===== src/rtl/rpw_pkg.sv =====
// Shared types, constants and tables for the ray pixel weight walker.
// Holds the trig table built at elaboration, word structs and control codes.
// No dependencies.
package rpw_pkg;

  localparam int IMG_SIZE   = 32;
  localparam int IMG_LOG2   = $clog2(IMG_SIZE);
  localparam int NUM_ANGLES = 64;
  localparam int ANG_W      = $clog2(NUM_ANGLES);
  localparam int NUM_RAYS   = 48;
  localparam int MAX_RES    = 64;
  localparam int CNT_W      = $clog2(MAX_RES + 1);
  localparam int FRAC       = 14;
  localparam int ONE        = 1 << FRAC;
  localparam int DIV_W      = 42;
  localparam int SQRT_W     = 30;
  localparam int SQRT_RW    = SQRT_W / 2;
  localparam logic [5:0] CENTER_RST = 6'(NUM_RAYS / 2);

  localparam longint unsigned PI_Q28  = 64'd843314857;
  localparam longint unsigned ONE_Q28 = 64'd268435456;

  // Series divisors as rounded-up reciprocals; exact for terms below 2^28
  localparam int RCP_SH = 36;
  localparam longint unsigned RCP_ONE = 64'd1 << RCP_SH;
  localparam longint unsigned SIN_RCP [5] = '{
    (RCP_ONE + 64'd109) / 64'd110, (RCP_ONE + 64'd71) / 64'd72,
    (RCP_ONE + 64'd41) / 64'd42, (RCP_ONE + 64'd19) / 64'd20,
    (RCP_ONE + 64'd5) / 64'd6
  };
  localparam longint unsigned COS_RCP [6] = '{
    (RCP_ONE + 64'd131) / 64'd132, (RCP_ONE + 64'd89) / 64'd90,
    (RCP_ONE + 64'd55) / 64'd56, (RCP_ONE + 64'd29) / 64'd30,
    (RCP_ONE + 64'd11) / 64'd12, (RCP_ONE + 64'd1) / 64'd2
  };

  // Input and result words
  typedef struct packed {
    logic [5:0] angle_index;
    logic [5:0] ray_index;
  } in_word_t;

  typedef struct packed {
    logic [9:0]  pixel_index;
    logic [15:0] pixel_weight;
    logic        hit;
    logic        last;
  } out_word_t;

  // Datapath operations issued by the controller
  typedef enum logic [4:0] {
    OP_NONE, OP_LOAD, OP_TDIV_GO, OP_T_TAKE, OP_TSQ, OP_SQRT_GO, OP_SEC_TAKE,
    OP_PXT, OP_CC, OP_ROW_ENTRY, OP_XDIV_GO, OP_XE_TAKE, OP_FPMUL, OP_FPYC,
    OP_RDIV_GO, OP_R_TAKE, OP_R_ONE, OP_R_ZERO, OP_MUL_A, OP_EMIT_A,
    OP_MUL_B, OP_EMIT_B, OP_EMIT_F, OP_FINISH
  } op_t;

  typedef enum logic [4:0] {
    ST_IDLE, ST_TDIV, ST_TDIV_W, ST_TSQ, ST_SQRT, ST_SQRT_W, ST_PXT, ST_CC,
    ST_ENTRY, ST_XDIV_W, ST_FPMUL, ST_FPYC, ST_STEP, ST_RDIV_W, ST_MUL_A,
    ST_EMIT_A, ST_CHK_B, ST_MUL_B, ST_EMIT_B, ST_EMIT_F, ST_FINISH
  } state_t;

  typedef struct packed {
    op_t op;
  } dp_cmd_t;

  typedef struct packed {
    logic cc_ge_grid;
    logic cc_neg;
    logic t_zero;
    logic xe_ge_grid;
    logic yc_neg;
    logic yc_ge_t;
    logic iy_last;
    logic iy_full;
    logic ix_last;
    logic n_max;
    logic out_free;
    logic div_busy;
    logic sqrt_busy;
  } dp_stat_t;

  // Trig table, evaluated at elaboration
  function automatic longint unsigned mul_q28(longint unsigned a, longint unsigned b);
    return (a * b + (64'd1 << 27)) >> 28;
  endfunction

  function automatic longint unsigned q28_to_q14(longint unsigned v);
    return (v + (64'd1 << 13)) >> 14;
  endfunction

  // returns {sin, cos} of r*pi/65536 for r in 0..16384, Q14
  function automatic logic [31:0] octant_trig(longint unsigned r);
    longint unsigned x, x2, u, sm, cm;
    x  = (r * PI_Q28 + 64'd32768) >> 16;
    x2 = mul_q28(x, x);
    u  = ONE_Q28;
    for (int k = 0; k < 5; k++) u = ONE_Q28 - ((mul_q28(x2, u) * SIN_RCP[k]) >> RCP_SH);
    sm = q28_to_q14(mul_q28(x, u));
    u  = ONE_Q28;
    for (int k = 0; k < 6; k++) u = ONE_Q28 - ((mul_q28(x2, u) * COS_RCP[k]) >> RCP_SH);
    cm = q28_to_q14(u);
    return {sm[15:0], cm[15:0]};
  endfunction

  // returns {sin, cos} as signed Q1.14
  function automatic logic [31:0] trig_entry(int idx);
    longint unsigned ph, r;
    logic [31:0] sc;
    logic signed [15:0] a, b, s, c;
    int quad;
    ph   = (longint'(idx) << (16 - ANG_W)) & 64'h1FFFF;
    quad = int'((ph >> 15) & 64'd3);
    r    = ph & 64'd32767;
    if (r <= 64'd16384) begin
      sc = octant_trig(r);
      a  = signed'(sc[31:16]);
      b  = signed'(sc[15:0]);
    end else begin
      sc = octant_trig(64'd32768 - r);
      a  = signed'(sc[15:0]);
      b  = signed'(sc[31:16]);
    end
    case (quad)
      0:       begin s = a;  c = b;  end
      1:       begin s = b;  c = -a; end
      2:       begin s = -a; c = -b; end
      default: begin s = -b; c = a;  end
    endcase
    return {s, c};
  endfunction

  typedef logic [31:0] trig_tab_t [NUM_ANGLES];

  function automatic trig_tab_t build_trig();
    trig_tab_t tab;
    for (int i = 0; i < NUM_ANGLES; i++) tab[i] = trig_entry(i);
    return tab;
  endfunction

  localparam trig_tab_t TRIG_TAB = build_trig();

  // Folded (column,row) to linear image address
  function automatic logic [9:0] map_addr(logic [IMG_LOG2-1:0] col,
                                          logic [IMG_LOG2-1:0] row,
                                          logic flip, logic swap);
    logic [IMG_LOG2-1:0] r, c;
    if (swap) begin
      r = col;
      c = flip ? (IMG_LOG2'(IMG_SIZE - 1) - row) : row;
    end else begin
      r = row;
      c = flip ? (IMG_LOG2'(IMG_SIZE - 1) - col) : col;
    end
    return 10'({r, c});
  endfunction

endpackage


===== src/rtl/rpw_div.sv =====
// Restoring divider, one quotient bit per cycle.
// Depends on rpw_pkg for the dividend width.
module rpw_div (
  input  logic                      clk,
  input  logic                      rst_n,
  input  logic                      start,
  input  logic [rpw_pkg::DIV_W-1:0] dividend,
  input  logic [15:0]               divisor,
  output logic                      busy,
  output logic [rpw_pkg::DIV_W-1:0] quotient
);

  localparam int CW = $clog2(rpw_pkg::DIV_W + 1);

  logic [rpw_pkg::DIV_W-1:0] quo_r;
  logic [15:0]               rem_r, dvs_r;
  logic [CW-1:0]             cnt_r;
  logic                      busy_r;
  logic [16:0]               shifted, diff;
  logic                      ge;

  // trial subtract of the next bit
  always_comb begin
    shifted = {rem_r, quo_r[rpw_pkg::DIV_W-1]};
    diff    = shifted - {1'b0, dvs_r};
    ge      = shifted >= {1'b0, dvs_r};
  end

  always_ff @(posedge clk) begin
    if (!rst_n) begin
      busy_r <= 1'b0;
      cnt_r  <= '0;
    end else if (start) begin
      busy_r <= 1'b1;
      cnt_r  <= CW'(rpw_pkg::DIV_W);
    end else if (busy_r) begin
      cnt_r <= cnt_r - 1'b1;
      if (cnt_r == CW'(1)) busy_r <= 1'b0;
    end
  end

  always_ff @(posedge clk) begin
    if (start) begin
      quo_r <= dividend;
      rem_r <= '0;
      dvs_r <= divisor;
    end else if (busy_r) begin
      rem_r <= ge ? diff[15:0] : shifted[15:0];
      quo_r <= {quo_r[rpw_pkg::DIV_W-2:0], ge};
    end
  end

  assign busy     = busy_r;
  assign quotient = quo_r;

endmodule


===== src/rtl/rpw_sqrt.sv =====
// Digit-by-digit integer square root, one result bit per cycle.
// Depends on rpw_pkg for the operand width.
module rpw_sqrt (
  input  logic                        clk,
  input  logic                        rst_n,
  input  logic                        start,
  input  logic [rpw_pkg::SQRT_W-1:0]  radicand,
  output logic                        busy,
  output logic [rpw_pkg::SQRT_RW-1:0] root
);

  localparam int RW = rpw_pkg::SQRT_RW;
  localparam int CW = $clog2(RW + 1);

  logic [rpw_pkg::SQRT_W-1:0] val_r;
  logic [RW+1:0]              rem_r;
  logic [RW-1:0]              root_r;
  logic [CW-1:0]              cnt_r;
  logic                       busy_r;
  logic [RW+3:0]              shifted, trial, diff;
  logic                       ge;

  // bring down two bits, test root*4+1
  always_comb begin
    shifted = {rem_r, val_r[rpw_pkg::SQRT_W-1 -: 2]};
    trial   = (RW+4)'({root_r, 2'b01});
    diff    = shifted - trial;
    ge      = shifted >= trial;
  end

  always_ff @(posedge clk) begin
    if (!rst_n) begin
      busy_r <= 1'b0;
      cnt_r  <= '0;
    end else if (start) begin
      busy_r <= 1'b1;
      cnt_r  <= CW'(RW);
    end else if (busy_r) begin
      cnt_r <= cnt_r - 1'b1;
      if (cnt_r == CW'(1)) busy_r <= 1'b0;
    end
  end

  always_ff @(posedge clk) begin
    if (start) begin
      val_r  <= radicand;
      rem_r  <= '0;
      root_r <= '0;
    end else if (busy_r) begin
      rem_r  <= ge ? diff[RW+1:0] : shifted[RW+1:0];
      root_r <= {root_r[RW-2:0], ge};
      val_r  <= {val_r[rpw_pkg::SQRT_W-3:0], 2'b00};
    end
  end

  assign busy = busy_r;
  assign root = root_r;

endmodule


===== src/rtl/rpw_datapath.sv =====
// Ray setup and pixel walk datapath: fold, slope, secant, entry, weights.
// Depends on rpw_pkg, rpw_div and rpw_sqrt.
module rpw_datapath (
  input  logic               clk,
  input  logic               rst_n,
  input  rpw_pkg::dp_cmd_t   cmd,
  input  rpw_pkg::in_word_t  in_data,
  input  logic [5:0]         ray_center,
  input  logic               out_ready,
  output rpw_pkg::dp_stat_t  stat,
  output logic               out_valid,
  output rpw_pkg::out_word_t out_data
);

  localparam int L = rpw_pkg::IMG_LOG2;

  // ray state
  logic signed [25:0] px_r, py_r;
  logic [14:0]        minor_r, major_r, t_r, sec_r, fp_r, r_r;
  logic               flip_r, swap_r;
  logic [29:0]        tt_r;
  logic signed [41:0] prod_r;
  logic signed [27:0] cc_r;
  logic [L:0]         ix_r, iy_r;
  logic signed [19:0] yc_r;
  logic [rpw_pkg::CNT_W-1:0] n_r;
  rpw_pkg::out_word_t pend_r, out_r;
  logic               pend_v_r, out_v_r;

  // divider, shared by the slope, entry and ratio divides, and square-root unit
  logic                      div_start, div_busy, sqrt_busy;
  logic [rpw_pkg::DIV_W-1:0] div_dend, quo;
  logic [15:0]               div_dsr;
  logic [14:0]               sq_root;

  rpw_div u_div (
    .clk, .rst_n, .start(div_start), .dividend(div_dend), .divisor(div_dsr),
    .busy(div_busy), .quotient(quo)
  );

  rpw_sqrt u_sqrt (
    .clk, .rst_n, .start(cmd.op == rpw_pkg::OP_SQRT_GO),
    .radicand(30'(rpw_pkg::ONE_Q28) + tt_r), .busy(sqrt_busy), .root(sq_root)
  );

  // fold of the ray at load
  logic [31:0]        trig;
  logic signed [15:0] s0, c0, s1, c1, c2, mn, mj;
  logic signed [6:0]  ind;
  logic signed [24:0] px0, py0, px1, px2, py2;
  logic               neg1, flp, swp;

  always_comb begin
    trig = rpw_pkg::TRIG_TAB[in_data.angle_index];
    s0   = signed'(trig[31:16]);
    c0   = signed'(trig[15:0]);
    ind  = signed'(7'({1'b0, in_data.ray_index}) - 7'({1'b0, ray_center}));
    px0  = -(25'(s0) * 25'(ind));
    py0  = 25'(c0) * 25'(ind);
    neg1 = (s0 < 0) || (s0 == 0 && c0 < 0);
    s1   = neg1 ? -s0 : s0;
    c1   = neg1 ? -c0 : c0;
    flp  = c1 < 0;
    c2   = flp ? -c1 : c1;
    px1  = flp ? -px0 : px0;
    swp  = s1 > c2;
    mn   = swp ? c2 : s1;
    mj   = swp ? s1 : c2;
    px2  = swp ? py0 : px1;
    py2  = swp ? px1 : py0;
  end

  // divider operand select
  logic [27:0] ncc;
  always_comb begin
    ncc       = 28'(-cc_r);
    div_start = 1'b0;
    div_dend  = '0;
    div_dsr   = {1'b0, t_r};
    case (cmd.op)
      rpw_pkg::OP_TDIV_GO: begin
        div_start = 1'b1;
        div_dend  = rpw_pkg::DIV_W'({minor_r, 14'd0});
        div_dsr   = {1'b0, major_r};
      end
      rpw_pkg::OP_XDIV_GO: begin
        div_start = 1'b1;
        div_dend  = {ncc, 14'd0};
      end
      rpw_pkg::OP_RDIV_GO: begin
        div_start = 1'b1;
        div_dend  = rpw_pkg::DIV_W'({yc_r[14:0], 14'd0});
      end
      default: ;
    endcase
  end

  // rounded, saturated weight from the product register, or the secant for a full step
  logic [16:0] w_round;
  logic [15:0] w_sat;
  rpw_pkg::out_word_t new_w;
  logic        emit;
  always_comb begin
    w_round = 17'((prod_r[30:0] + 31'd8192) >> rpw_pkg::FRAC);
    w_sat   = w_round[16] ? 16'hFFFF : w_round[15:0];
    new_w.pixel_index  = rpw_pkg::map_addr(ix_r[L-1:0], iy_r[L-1:0], flip_r, swap_r);
    new_w.pixel_weight = (cmd.op == rpw_pkg::OP_EMIT_F) ? 16'(sec_r) : w_sat;
    new_w.hit          = 1'b1;
    new_w.last         = 1'b0;
    emit = (cmd.op == rpw_pkg::OP_EMIT_A) || (cmd.op == rpw_pkg::OP_EMIT_B) ||
           (cmd.op == rpw_pkg::OP_EMIT_F);
  end

  // ray registers
  always_ff @(posedge clk) begin
    case (cmd.op)
      rpw_pkg::OP_LOAD: begin
        px_r    <= 26'(px2) + 26'sd8192 * 26'(rpw_pkg::IMG_SIZE);
        py_r    <= 26'(py2) + 26'sd8192 * 26'(rpw_pkg::IMG_SIZE);
        minor_r <= mn[14:0];
        major_r <= (mj == 0) ? 15'd1 : mj[14:0];
        flip_r  <= flp;
        swap_r  <= swp;
      end
      rpw_pkg::OP_T_TAKE:   t_r    <= quo[14:0];
      rpw_pkg::OP_TSQ:      tt_r   <= 30'(t_r * t_r);
      rpw_pkg::OP_SEC_TAKE: sec_r  <= sq_root;
      rpw_pkg::OP_PXT:
        prod_r <= $signed({{16{px_r[25]}}, px_r}) * $signed({27'd0, t_r});
      rpw_pkg::OP_CC:       cc_r   <= 28'(py_r) - 28'(prod_r >>> rpw_pkg::FRAC);
      rpw_pkg::OP_ROW_ENTRY: begin
        ix_r <= '0;
        iy_r <= {1'b0, cc_r[L+rpw_pkg::FRAC-1:rpw_pkg::FRAC]};
        yc_r <= signed'(20'(t_r)) + signed'(20'(cc_r[13:0])) - 20'sd16384;
      end
      rpw_pkg::OP_XE_TAKE: begin
        ix_r <= {1'b0, quo[L+rpw_pkg::FRAC-1:rpw_pkg::FRAC]};
        iy_r <= '0;
        fp_r <= 15'(rpw_pkg::ONE) - {1'b0, quo[13:0]};
      end
      rpw_pkg::OP_FPMUL:    prod_r <= signed'({12'd0, 30'(fp_r * t_r)});
      rpw_pkg::OP_FPYC:
        yc_r <= signed'(20'(({1'b0, prod_r[29:0]} + 31'd8192) >> rpw_pkg::FRAC))
                - 20'sd16384;
      rpw_pkg::OP_R_TAKE:   r_r    <= quo[14:0];
      rpw_pkg::OP_R_ONE:    r_r    <= 15'(rpw_pkg::ONE);
      rpw_pkg::OP_R_ZERO:   r_r    <= '0;
      rpw_pkg::OP_MUL_A:
        prod_r <= signed'({11'd0, 31'(sec_r * (15'(rpw_pkg::ONE) - r_r))});
      rpw_pkg::OP_MUL_B:    prod_r <= signed'({11'd0, 31'(sec_r * r_r)});
      rpw_pkg::OP_EMIT_A:   iy_r   <= iy_r + 1'b1;
      rpw_pkg::OP_EMIT_B: begin
        ix_r <= ix_r + 1'b1;
        yc_r <= yc_r + signed'(20'(t_r)) - 20'sd16384;
      end
      rpw_pkg::OP_EMIT_F: begin
        ix_r <= ix_r + 1'b1;
        yc_r <= yc_r + signed'(20'(t_r));
      end
      default: ;
    endcase
  end

  // result count, pending word and output register
  always_ff @(posedge clk) begin
    if (!rst_n) begin
      n_r      <= '0;
      pend_v_r <= 1'b0;
      out_v_r  <= 1'b0;
    end else begin
      if (cmd.op == rpw_pkg::OP_LOAD) begin
        n_r      <= '0;
        pend_v_r <= 1'b0;
      end
      if (emit) begin
        n_r      <= n_r + 1'b1;
        pend_v_r <= 1'b1;
      end
      if (cmd.op == rpw_pkg::OP_FINISH) pend_v_r <= 1'b0;
      if ((emit && pend_v_r) || cmd.op == rpw_pkg::OP_FINISH) out_v_r <= 1'b1;
      else if (out_ready) out_v_r <= 1'b0;
    end
  end

  always_ff @(posedge clk) begin
    if (emit) begin
      pend_r <= new_w;
      if (pend_v_r) out_r <= pend_r;
    end else if (cmd.op == rpw_pkg::OP_FINISH) begin
      if (pend_v_r) out_r <= '{pixel_index: pend_r.pixel_index,
                               pixel_weight: pend_r.pixel_weight,
                               hit: 1'b1, last: 1'b1};
      else          out_r <= '{pixel_index: '0, pixel_weight: '0,
                               hit: 1'b0, last: 1'b1};
    end
  end

  // status to the controller
  always_comb begin
    stat.cc_ge_grid = cc_r >= 28'sd16384 * 28'(rpw_pkg::IMG_SIZE);
    stat.cc_neg     = cc_r[27];
    stat.t_zero     = t_r == '0;
    stat.xe_ge_grid = |quo[rpw_pkg::DIV_W-1:L+rpw_pkg::FRAC];
    stat.yc_neg     = yc_r[19];
    stat.yc_ge_t    = yc_r >= signed'(20'(t_r));
    stat.iy_last    = iy_r >= (L+1)'(rpw_pkg::IMG_SIZE - 1);
    stat.iy_full    = iy_r >= (L+1)'(rpw_pkg::IMG_SIZE);
    stat.ix_last    = ix_r >= (L+1)'(rpw_pkg::IMG_SIZE - 1);
    stat.n_max      = n_r == rpw_pkg::CNT_W'(rpw_pkg::MAX_RES);
    stat.out_free   = !out_v_r || out_ready;
    stat.div_busy   = div_busy;
    stat.sqrt_busy  = sqrt_busy;
  end

  assign out_valid = out_v_r;
  assign out_data  = out_r;

endmodule


===== src/rtl/rpw_ctrl.sv =====
// Sequencer for ray setup and the pixel walk.
// Depends on rpw_pkg; drives rpw_datapath through dp_cmd_t.
module rpw_ctrl (
  input  logic              clk,
  input  logic              rst_n,
  input  logic              in_valid,
  input  rpw_pkg::dp_stat_t stat,
  output logic              in_ready,
  output rpw_pkg::dp_cmd_t  cmd
);

  rpw_pkg::state_t state_r, state_nxt;

  always_ff @(posedge clk) begin
    if (!rst_n) state_r <= rpw_pkg::ST_IDLE;
    else        state_r <= state_nxt;
  end

  // next state and datapath command
  always_comb begin
    state_nxt = state_r;
    cmd.op    = rpw_pkg::OP_NONE;
    in_ready  = 1'b0;
    unique case (state_r)
      rpw_pkg::ST_IDLE: begin
        in_ready = 1'b1;
        if (in_valid) begin
          cmd.op    = rpw_pkg::OP_LOAD;
          state_nxt = rpw_pkg::ST_TDIV;
        end
      end
      rpw_pkg::ST_TDIV: begin
        cmd.op    = rpw_pkg::OP_TDIV_GO;
        state_nxt = rpw_pkg::ST_TDIV_W;
      end
      rpw_pkg::ST_TDIV_W: if (!stat.div_busy) begin
        cmd.op    = rpw_pkg::OP_T_TAKE;
        state_nxt = rpw_pkg::ST_TSQ;
      end
      rpw_pkg::ST_TSQ: begin
        cmd.op    = rpw_pkg::OP_TSQ;
        state_nxt = rpw_pkg::ST_SQRT;
      end
      rpw_pkg::ST_SQRT: begin
        cmd.op    = rpw_pkg::OP_SQRT_GO;
        state_nxt = rpw_pkg::ST_SQRT_W;
      end
      rpw_pkg::ST_SQRT_W: if (!stat.sqrt_busy) begin
        cmd.op    = rpw_pkg::OP_SEC_TAKE;
        state_nxt = rpw_pkg::ST_PXT;
      end
      rpw_pkg::ST_PXT: begin
        cmd.op    = rpw_pkg::OP_PXT;
        state_nxt = rpw_pkg::ST_CC;
      end
      rpw_pkg::ST_CC: begin
        cmd.op    = rpw_pkg::OP_CC;
        state_nxt = rpw_pkg::ST_ENTRY;
      end
      // entry on the left edge or the bottom edge, or a miss
      rpw_pkg::ST_ENTRY: begin
        if (stat.cc_ge_grid) state_nxt = rpw_pkg::ST_FINISH;
        else if (stat.cc_neg) begin
          if (stat.t_zero) state_nxt = rpw_pkg::ST_FINISH;
          else begin
            cmd.op    = rpw_pkg::OP_XDIV_GO;
            state_nxt = rpw_pkg::ST_XDIV_W;
          end
        end else begin
          cmd.op    = rpw_pkg::OP_ROW_ENTRY;
          state_nxt = rpw_pkg::ST_STEP;
        end
      end
      rpw_pkg::ST_XDIV_W: if (!stat.div_busy) begin
        if (stat.xe_ge_grid) state_nxt = rpw_pkg::ST_FINISH;
        else begin
          cmd.op    = rpw_pkg::OP_XE_TAKE;
          state_nxt = rpw_pkg::ST_FPMUL;
        end
      end
      rpw_pkg::ST_FPMUL: begin
        cmd.op    = rpw_pkg::OP_FPMUL;
        state_nxt = rpw_pkg::ST_FPYC;
      end
      rpw_pkg::ST_FPYC: begin
        cmd.op    = rpw_pkg::OP_FPYC;
        state_nxt = rpw_pkg::ST_STEP;
      end
      // one walk step: split over two pixels or full secant
      rpw_pkg::ST_STEP: begin
        if (stat.n_max) state_nxt = rpw_pkg::ST_FINISH;
        else if (!stat.yc_neg) begin
          if (stat.iy_last) state_nxt = rpw_pkg::ST_FINISH;
          else if (stat.t_zero) begin
            cmd.op    = rpw_pkg::OP_R_ZERO;
            state_nxt = rpw_pkg::ST_MUL_A;
          end else if (stat.yc_ge_t) begin
            cmd.op    = rpw_pkg::OP_R_ONE;
            state_nxt = rpw_pkg::ST_MUL_A;
          end else begin
            cmd.op    = rpw_pkg::OP_RDIV_GO;
            state_nxt = rpw_pkg::ST_RDIV_W;
          end
        end else begin
          if (stat.iy_full || stat.ix_last) state_nxt = rpw_pkg::ST_FINISH;
          else state_nxt = rpw_pkg::ST_EMIT_F;
        end
      end
      rpw_pkg::ST_RDIV_W: if (!stat.div_busy) begin
        cmd.op    = rpw_pkg::OP_R_TAKE;
        state_nxt = rpw_pkg::ST_MUL_A;
      end
      rpw_pkg::ST_MUL_A: begin
        cmd.op    = rpw_pkg::OP_MUL_A;
        state_nxt = rpw_pkg::ST_EMIT_A;
      end
      rpw_pkg::ST_EMIT_A: if (stat.out_free) begin
        cmd.op    = rpw_pkg::OP_EMIT_A;
        state_nxt = rpw_pkg::ST_CHK_B;
      end
      rpw_pkg::ST_CHK_B: begin
        if (stat.ix_last || stat.n_max) state_nxt = rpw_pkg::ST_FINISH;
        else state_nxt = rpw_pkg::ST_MUL_B;
      end
      rpw_pkg::ST_MUL_B: begin
        cmd.op    = rpw_pkg::OP_MUL_B;
        state_nxt = rpw_pkg::ST_EMIT_B;
      end
      rpw_pkg::ST_EMIT_B: if (stat.out_free) begin
        cmd.op    = rpw_pkg::OP_EMIT_B;
        state_nxt = rpw_pkg::ST_STEP;
      end
      rpw_pkg::ST_EMIT_F: if (stat.out_free) begin
        cmd.op    = rpw_pkg::OP_EMIT_F;
        state_nxt = rpw_pkg::ST_STEP;
      end
      rpw_pkg::ST_FINISH: if (stat.out_free) begin
        cmd.op    = rpw_pkg::OP_FINISH;
        state_nxt = rpw_pkg::ST_IDLE;
      end
      default: state_nxt = rpw_pkg::ST_IDLE;
    endcase
  end

endmodule


===== src/rtl/ray_pixel_weight_walker.sv =====
// Ray pixel weight walker: one ray word in, a run of pixel words out; one ray at a time.
// Setup runs a slope divide and then a secant square root before the first walk step;
// a bottom-edge entry adds its own divide.
// Walk: full steps give one pixel each, split steps a pixel pair after a ratio divide
// (skipped when the split ratio is 0 or 1); output stalls hold both. Words leave one emit late.
// Reset clears the sequencer and output valid and sets ray_center to 24.
module ray_pixel_weight_walker (
  input  logic               clk,
  input  logic               rst_n,
  input  logic               in_valid,
  output logic               in_ready,
  input  rpw_pkg::in_word_t  in_data,
  output logic               out_valid,
  input  logic               out_ready,
  output rpw_pkg::out_word_t out_data,
  input  logic               psel,
  input  logic               penable,
  input  logic               pwrite,
  input  logic [2:0]         paddr,
  input  logic [31:0]        pwdata,
  output logic [31:0]        prdata,
  output logic               pready
);

  logic [5:0]        center_r;
  rpw_pkg::dp_cmd_t  cmd;
  rpw_pkg::dp_stat_t stat;

  // configuration register
  always_ff @(posedge clk) begin
    if (!rst_n) center_r <= rpw_pkg::CENTER_RST;
    else if (psel && penable && pwrite && paddr[2] == 1'b0) center_r <= pwdata[5:0];
  end

  assign pready = 1'b1;
  assign prdata = (paddr[2] == 1'b0) ? {26'd0, center_r} : 32'd0;

  rpw_ctrl u_ctrl (
    .clk, .rst_n, .in_valid, .stat, .in_ready, .cmd
  );

  rpw_datapath u_dp (
    .clk, .rst_n, .cmd, .in_data, .ray_center(center_r), .out_ready,
    .stat, .out_valid, .out_data
  );

`ifndef NO_ASSERTIONS
  a_busy_after_accept: assert property (@(posedge clk) disable iff (!rst_n)
    (in_valid && in_ready) |=> !in_ready)
    else $error("input taken while a ray is in progress");

  a_miss_word: assert property (@(posedge clk) disable iff (!rst_n)
    (out_valid && !out_data.hit) |->
      (out_data.last && out_data.pixel_weight == 16'd0 && out_data.pixel_index == 10'd0))
    else $error("miss word malformed");

  a_cfg_write: assert property (@(posedge clk) disable iff (!rst_n)
    (psel && penable && pwrite && paddr[2] == 1'b0) |=> center_r == $past(pwdata[5:0]))
    else $error("ray_center write lost");
`endif

endmodule


===== config.mk =====
export PLATFORM = sky130hd
export DESIGN_NAME = ray_pixel_weight_walker
export DESIGN_NICKNAME = d
export VERILOG_FILES = /design/src/rtl/rpw_pkg.sv /design/src/rtl/rpw_div.sv /design/src/rtl/rpw_sqrt.sv /design/src/rtl/rpw_datapath.sv /design/src/rtl/rpw_ctrl.sv /design/src/rtl/ray_pixel_weight_walker.sv
export SDC_FILE = /design/constraint.sdc
export NUM_CORES = 2
export LEC_CHECK = 0
export ABC_AREA = 1
export BUFFER_PORTS_ARGS = -buffer_cell sky130_fd_sc_hd__buf_2
export CAP_MARGIN = 20
export CORE_ASPECT_RATIO = 0.9
export CORE_MARGIN = 2
export CORE_UTILIZATION = 65
export DETAILED_ROUTE_END_ITERATION = 8
export MAX_ROUTING_LAYER = met4
export PLACE_DENSITY = 0.9
export SYNTH_ARGS = -nofsm -noshare
export SYNTH_HDL_FRONTEND = slang
export SYNTH_SLANG_ARGS = --single-unit

===== constraint.sdc =====
create_clock -name clk -period 11.5 [get_ports clk]
set_input_delay 2.3 -clock clk [delete_from_list [all_inputs] [get_ports clk]]
set_output_delay 2.3 -clock clk [all_outputs]
set_load 0.02 [all_outputs]

## After elaboration in Yosys (flattened, before gate mapping)

Memory sizes are Yosys's and may differ from the RTL's.
Index checks and enable logic that the tools add are counted.
Widths: inputs -> output; s select.

- Flip-flop bits (word level): 498
- Bits in read-only memories: 2,048
- Input bits: 54
- Output and inout bits: 63
- Word-level logic and storage cells: 272
- Memories kept: 1

Memories:

| memory | depth | bits a word | rd ports | clocked after memory_dff | wr ports | line | text |
|---|---|---|---|---|---|---|---|
| (name not given) | 64 | 32 | 1 | 0 | 0 | rpw_datapath.sv:54 | `trig = rpw_pkg::TRIG_TAB[in_data.angle_index];` |

- Add/sub/neg operators: 29
- $mul: 7
- Magnitude comparators: 12
- Equal/unequal tests: 55
- Mux-type cells: 91
- Bitwise gates (word level): 3
- Reduce and logical (&&, ||, !) cells: 35

Operators by type and width:

| operator | number |
|---|---|
| $pmux 5 s20 | 2 |
| $pmux 42 s4 | 1 |
| $mux 5 | 31 |
| $pmux 42 s3 | 1 |
| $mux 28 | 4 |
| $mux 16 | 6 |
| $mul 15x15->30 | 3 |
| $mux 42 | 2 |
| $eq 5x4->1 const B | 16 |
| $pmux 20 s4 | 1 |
| $mux 25 | 3 |
| $eq 5x5->1 const B | 13 |
| $logic_not 32->1 | 2 |
| $mux 32 | 2 |
| $mux 30 | 2 |
| $add 25x20->26 const B | 2 |
| $neg 25->25 | 2 |
| $lt 16x1->1 const B | 3 |
| $neg 16->16 | 3 |
| $mul 16x7->23 | 2 |
| $mux 15 | 3 |
| $pmux 15 s3 | 1 |
| $mul 26x16->42 | 1 |
| $eq 5x3->1 const B | 8 |
| other kinds (58) | 118 |

## Logic depth before layout (Yosys ltp)

- Word-level depth: 13
- Depth in mapped cells: 47
- Gate-level depth less buffers: 46

## By module

A second synthesis with hierarchy kept.

- Cells, all modules: 10,607
- Area total of the unflattened synthesis: 82,585.5 um^2

Modules (own cells, without submodules):

| module | instances | cells an instance | area each (um^2) | seq. area each (um^2) |
|---|---|---|---|---|
| rpw_datapath | 1 | 9,221 | 72,657.2 | 9,669.3 |
| rpw_div | 1 | 572 | 4,506.8 | 2,202.1 |
| rpw_sqrt | 1 | 549 | 3,943.8 | 1,641.6 |
| rpw_ctrl | 1 | 183 | 920.9 | 100.1 |
| ray_pixel_weight_walker | 1 | 82 | 556.8 | 120.1 |

## Worst setup path before layout

Ideal clock, no wire load.

- Path type: input-to-reg
- Start: input port in_data[6] (netlist bit)
- End: register u_dp.py_r[24], data pin
- Library setup time: 0.258 ns
- Data arrival time: 8.606 ns
- Required time: 11.242 ns
- Slack: 2.637 ns
- Stages: 41
- Path buffers: 1
- Path through: buf_2 -> inv_1 -> ha_1 -> nor2_1 -> inv_1 -> nand3_1 -> o21ai_0 -> o21bai_1 -> o21ai_1 -> inv_1 -> nor2_1 -> fa_1 -> fa_1 -> fa_1 -> inv_1 -> fa_1 -> inv_1 -> ha_1 -> [... 5 more ...] -> nand2_1 -> nor2_2 -> nand3_1 -> nor2_4 -> nand2_1 -> nand2_1 -> nand2_1 -> nor2_1 -> nand3_1 -> nand2_1 -> nand2_1 -> nand2_1 -> nand3_1 -> nand2_1 -> ha_1 -> nand3_1 -> nor2_1 -> nor2_1

- Word-level cells in the longest chain between the ends: 13
- Elaborated cells on any way between the ends: 24
- Classes of those cells: add/sub (6); mul (2); order compare (4); mux (7); bitwise (1); reduce/logical (3); memory (1)

RTL lines:

| item | line | text |
|---|---|---|
| start: declaration | ray_pixel_weight_walker.sv:12 | `input rpw_pkg::in_word_t in_data,` |
| $not 6->7 (implied by the code) (*) | rpw_datapath.sv:54 |  |
| $mem_v2 64x32 (*) | n/a |  |
| $mux 32 (implied by the code) (*) (2 in a row) | rpw_datapath.sv:54 |  |
| branches (longest 7 deep; another with $neg 25->25) | n/a |  |
| $mux 25 (*) | rpw_datapath.sv:70 | `py2 = swp ? px1 : py0;` |
| $add 25x20->26 (*) | rpw_datapath.sv:119 | `py_r <= 26'(py2) + 26'sd8192 * 26'(rpw_pkg::IMG_SIZE);` |
| end signal: assignment | rpw_datapath.sv:119 |  |
| end: declaration | rpw_datapath.sv:18 | `logic signed [25:0] px_r, py_r;` |

Every way passes the cells marked *. The select of a mux whose other input is x is not followed.
A chain may end at the register's enable or synchronous reset.

## Worst setup path in the final report

- Start: input port in_data[7] (netlist bit)
- End: register u_dp.px_r[24], data pin

- Word-level cells in the longest chain between the ends: 13
- Elaborated cells on any way between the ends: 24
- Classes of those cells: add/sub (6); mul (2); order compare (4); mux (7); bitwise (1); reduce/logical (3); memory (1)

RTL lines:

| item | line | text |
|---|---|---|
| $not 6->7 (implied by the code) (*) | rpw_datapath.sv:54 |  |
| $mem_v2 64x32 (*) | n/a |  |
| $mux 32 (implied by the code) (*) (2 in a row) | rpw_datapath.sv:54 |  |
| branches (longest 7 deep; another with $neg 25->25) | n/a |  |
| $mux 25 (*) | rpw_datapath.sv:69 | `px2 = swp ? py0 : px1;` |
| $add 25x20->26 (*) | rpw_datapath.sv:118 | `px_r <= 26'(px2) + 26'sd8192 * 26'(rpw_pkg::IMG_SIZE);` |
| end signal: assignment | rpw_datapath.sv:118 |  |
| end: declaration | rpw_datapath.sv:18 |  |

Marked as above.

==> impl_metrics.yaml <==
setup_path:
  cpMaxStageDelayCell: "fa_1"
  cpPeakStageDelay_ns: 0.56
  path_max_fanout: 12
  crit_path_end_kind: "register"
  timing.critical_path.from_type: "input pin"
  cp_data_arrival_time_ns: 10.64
  cp_common_cell: "nand2_1"
  buffers_and_inverters_on_the_worst_path: 10
  critical_path.top_delay_family: "simple AND/OR/NAND/NOR gates"
  timing.critical_path.required_ns: 11.90
  criticalPathCategory: "input pin to register"
timing:
  worstMarginPinSlew_ns: 1.10
  final_critical_path_setup_slack_ns: 1.26
  final_hold_viol_count: 0
  fin_worst_skew_ns: 0.0420
  post-route-min-period_ns: 10.24
  max_slew_margin: 0.257
  setup-tns-final_ns: 0
  fin_worst_hold_slack_ns: 0.474
  max_clock_freq_mhz: 97.6
  max_slew_vio_count: 0
  timing.final.crit_share: 0.891
  final-setup-viol-count: 0
  grt_setup_unrepaired: "false"
logic_synthesis:
  synthArstFlopShare: 0
  synth_area_leader_cell: "fa_1"
  ys_types: 72
  synth_top_family_by_area: "adder cells"
  synth_xor_area_frac: 0.0281
  synth_top_flop_cell: "edfxtp_1"
  synth_seq_cells: 482
  compound_cell_area_share_of_the_yosys_netlist: 0.0746
  post_synth_inst_count: 10100
  synth.area.mux_share: 0.000124
  synth.avg_cell_area_um2: 7.99
  synth.yosys.warnings: 0
  synth_area_mm2: 0.0806
  post-synth-top-area-fraction: 0.306
  seq_area_frac_synth: 0.170
  synth_top_cells_by_area: "fa_1, edfxtp_1, nand2_1"
  synth-adder-area-share: 0.413
  synthSimpleGateAreaFrac: 0.186
  edff_count_synth: 402
global_routing:
  antenna_found_initial: 5
  grt_util_all_layers: 0.404
  grt_start_max_net_pins: 79
  grt_first_pass_wirelength_um: 386000
  number_of_global_route_vias_before_repair: 72100
  grt_overflow_total: 0
final_layout:
  end_of_flow_core_utilization: 0.686
  fillers: 9160
  drive_above_1_share: 0.0426
  area_occupied_by_multi_input_gates_mm2: 0.0567
  finish.net_count: 12000
  final-seq-area_mm2: 0.0137
  layout-area-overhead-vs-synth_pct: 4.69
clocking:
  h_tree_lvl_count: 2
  clkLatencyLatePin_ns: 0.67
  ctsLongestPathBuffers: 3
  cts.sink_count: 482
  cts_resized: 0
  cts_tree: "yes"
  cts.reportedPaths.clkPinSlew_ns: 0.06
  cts_root_buf: "clkbuf_16"
  post-cts-setup-buffer-count: 0
  cts_made_buffers: 54
  ctsHoldBuffers: 0
detailed_routing:
  dr.pass1.iters: 9
  detail_route.iter0.violations: 8212
  detail_route.vias_per_cell: 5.97
  wire_per_inst_um: 21.0
  drcViolationCount: 0
  final_antenna_net_count: 0
  dr_total_vias: 69600
  drt_wl_total_um: 244000
floorplanning:
  die-width_um: 375
  core-area_mm2: 0.123
  initial_standard_cell_utilization_of_the_core: 0.655
  die_h_um: 338
  num_rows: 122
  fp.dieArea_mm2: 0.127
  io-pin-count: 117
min_path:
  hold_class: "register to register"
place:
  port_buffers: 61
  pre_cts_slack_ns: 0.857
  hpwl_um: 191000
  gp_routability_congestion: 1.12
outcome:
  status: "finished, final reports clean"
job:
  maxCapViolCount: 0
[tightest hold or removal path, cell delays in order (launching register included)]
cell and delay [ns]:
dfxtp_1 0.34, nand2_1 0.05, o21ai_0 0.05
[worst paths after layout]
check,endpoint,slack [ns],cells past startpoint,from
hold reg to reg,u_dp.u_sqrt.rem_r[16],0.47,2,u_dp.u_sqrt.rem_r[16]
setup / recovery,u_dp.px_r[24],1.26,44,in_data[7]
setup reg to reg,u_dp.prod_r[27],2.52,34,u_dp.r_r[1]
hold / removal,u_dp.u_sqrt.rem_r[16],0.47,2,u_dp.u_sqrt.rem_r[16]
[registers in the layout, indices dropped and copies added (netlist names), 16 cells and up]
register and count:
u_dp.cc_r 28, u_dp.out_data 28, u_dp.pend_r 26, u_dp.prod_r 29, u_dp.px_r 26, u_dp.py_r 26, u_dp.tt_r 29, u_dp.u_div.quotient 42
u_dp.u_div.rem_r 16, u_dp.u_sqrt.rem_r 17, u_dp.u_sqrt.val_r 29, u_dp.yc_r 20
[kinds of logic after synthesis]
group,count (synthesis)
xor+xnor,259
fa+ha+maj,1918
simple gates,3647
compound gates,1060
mux,1
flops,482
other cells,2
buf+inv,2721
[per-layer routing]
layer | part of all wire | vias to the layer above | global-route usage
met1 | 0.35 | 33300 | 0.486
met4 | 0.085 | 0 | 0.276
met2 | 0.44 | 4614 | 0.618
met5 | 0 | - | -
li1 | - | 30500 | -
met3 | 0.12 | 1175 | 0.0819
[cells in the mapped netlist, drive strengths merged, types with 18 or more instances]
master	instances
nand2	2399
inv	2347
fa	1233
ha	685
nor2	672
a21oi	412
edfxtp	402
o21ai	385
nand3	303
clkbuf	221
xor2	173
buf	136
xnor2	86
nand4	81
dfxtp	80
nor3	75
or2	57
a31oi	33
o211ai	32
nor4	27
o22ai	22
o21bai	21
a21boi	20
a21o	19
a22oi	19
o2111ai	18
[metrics by stage]
step	instance area, µm²	instances
floorplan	80700	10100
global placement	82400	11600
detailed placement	82400	11600
CTS	84400	11700
global route	84400	11700
finish	84400	11700
[cell type report]
type | instances | share of cell area
Clock inverter | 39 | 0.00623
Antenna cell | 3 | 0.0000890
Inverter | 2364 | 0.105
Multi-Input combinational cell | 6914 | 0.672
Clock buffer | 62 | 0.0167
Sequential cell | 482 | 0.162
Timing Repair Buffer | 179 | 0.0142
Tap cell | 1612 | 0.0239
[placed cells by master, fill, tap and decap left out, drive strengths merged, types with 17 or more instances in the layout]
master      n
o21ai     385
o21bai     21
nand2    2399
a21boi     20
or2        57
nand3     303
a31oi      33
nor2      672
clkbuf     62
xnor2      86
buf       179
edfxtp    402
nor3       75
nand4      81
a21o       19
dfxtp      80
inv      2358
o22ai      22
fa       1233
a22oi      19
ha        685
o2111ai    18
nor4       27
xor2      173
o211ai     32
clkinv     34
conb       29
o221ai     17
a21oi     412
Power is left out: the tool's default activity adds up to more than one toggle a clock period on the data nets, which glitch-free logic cannot reach.
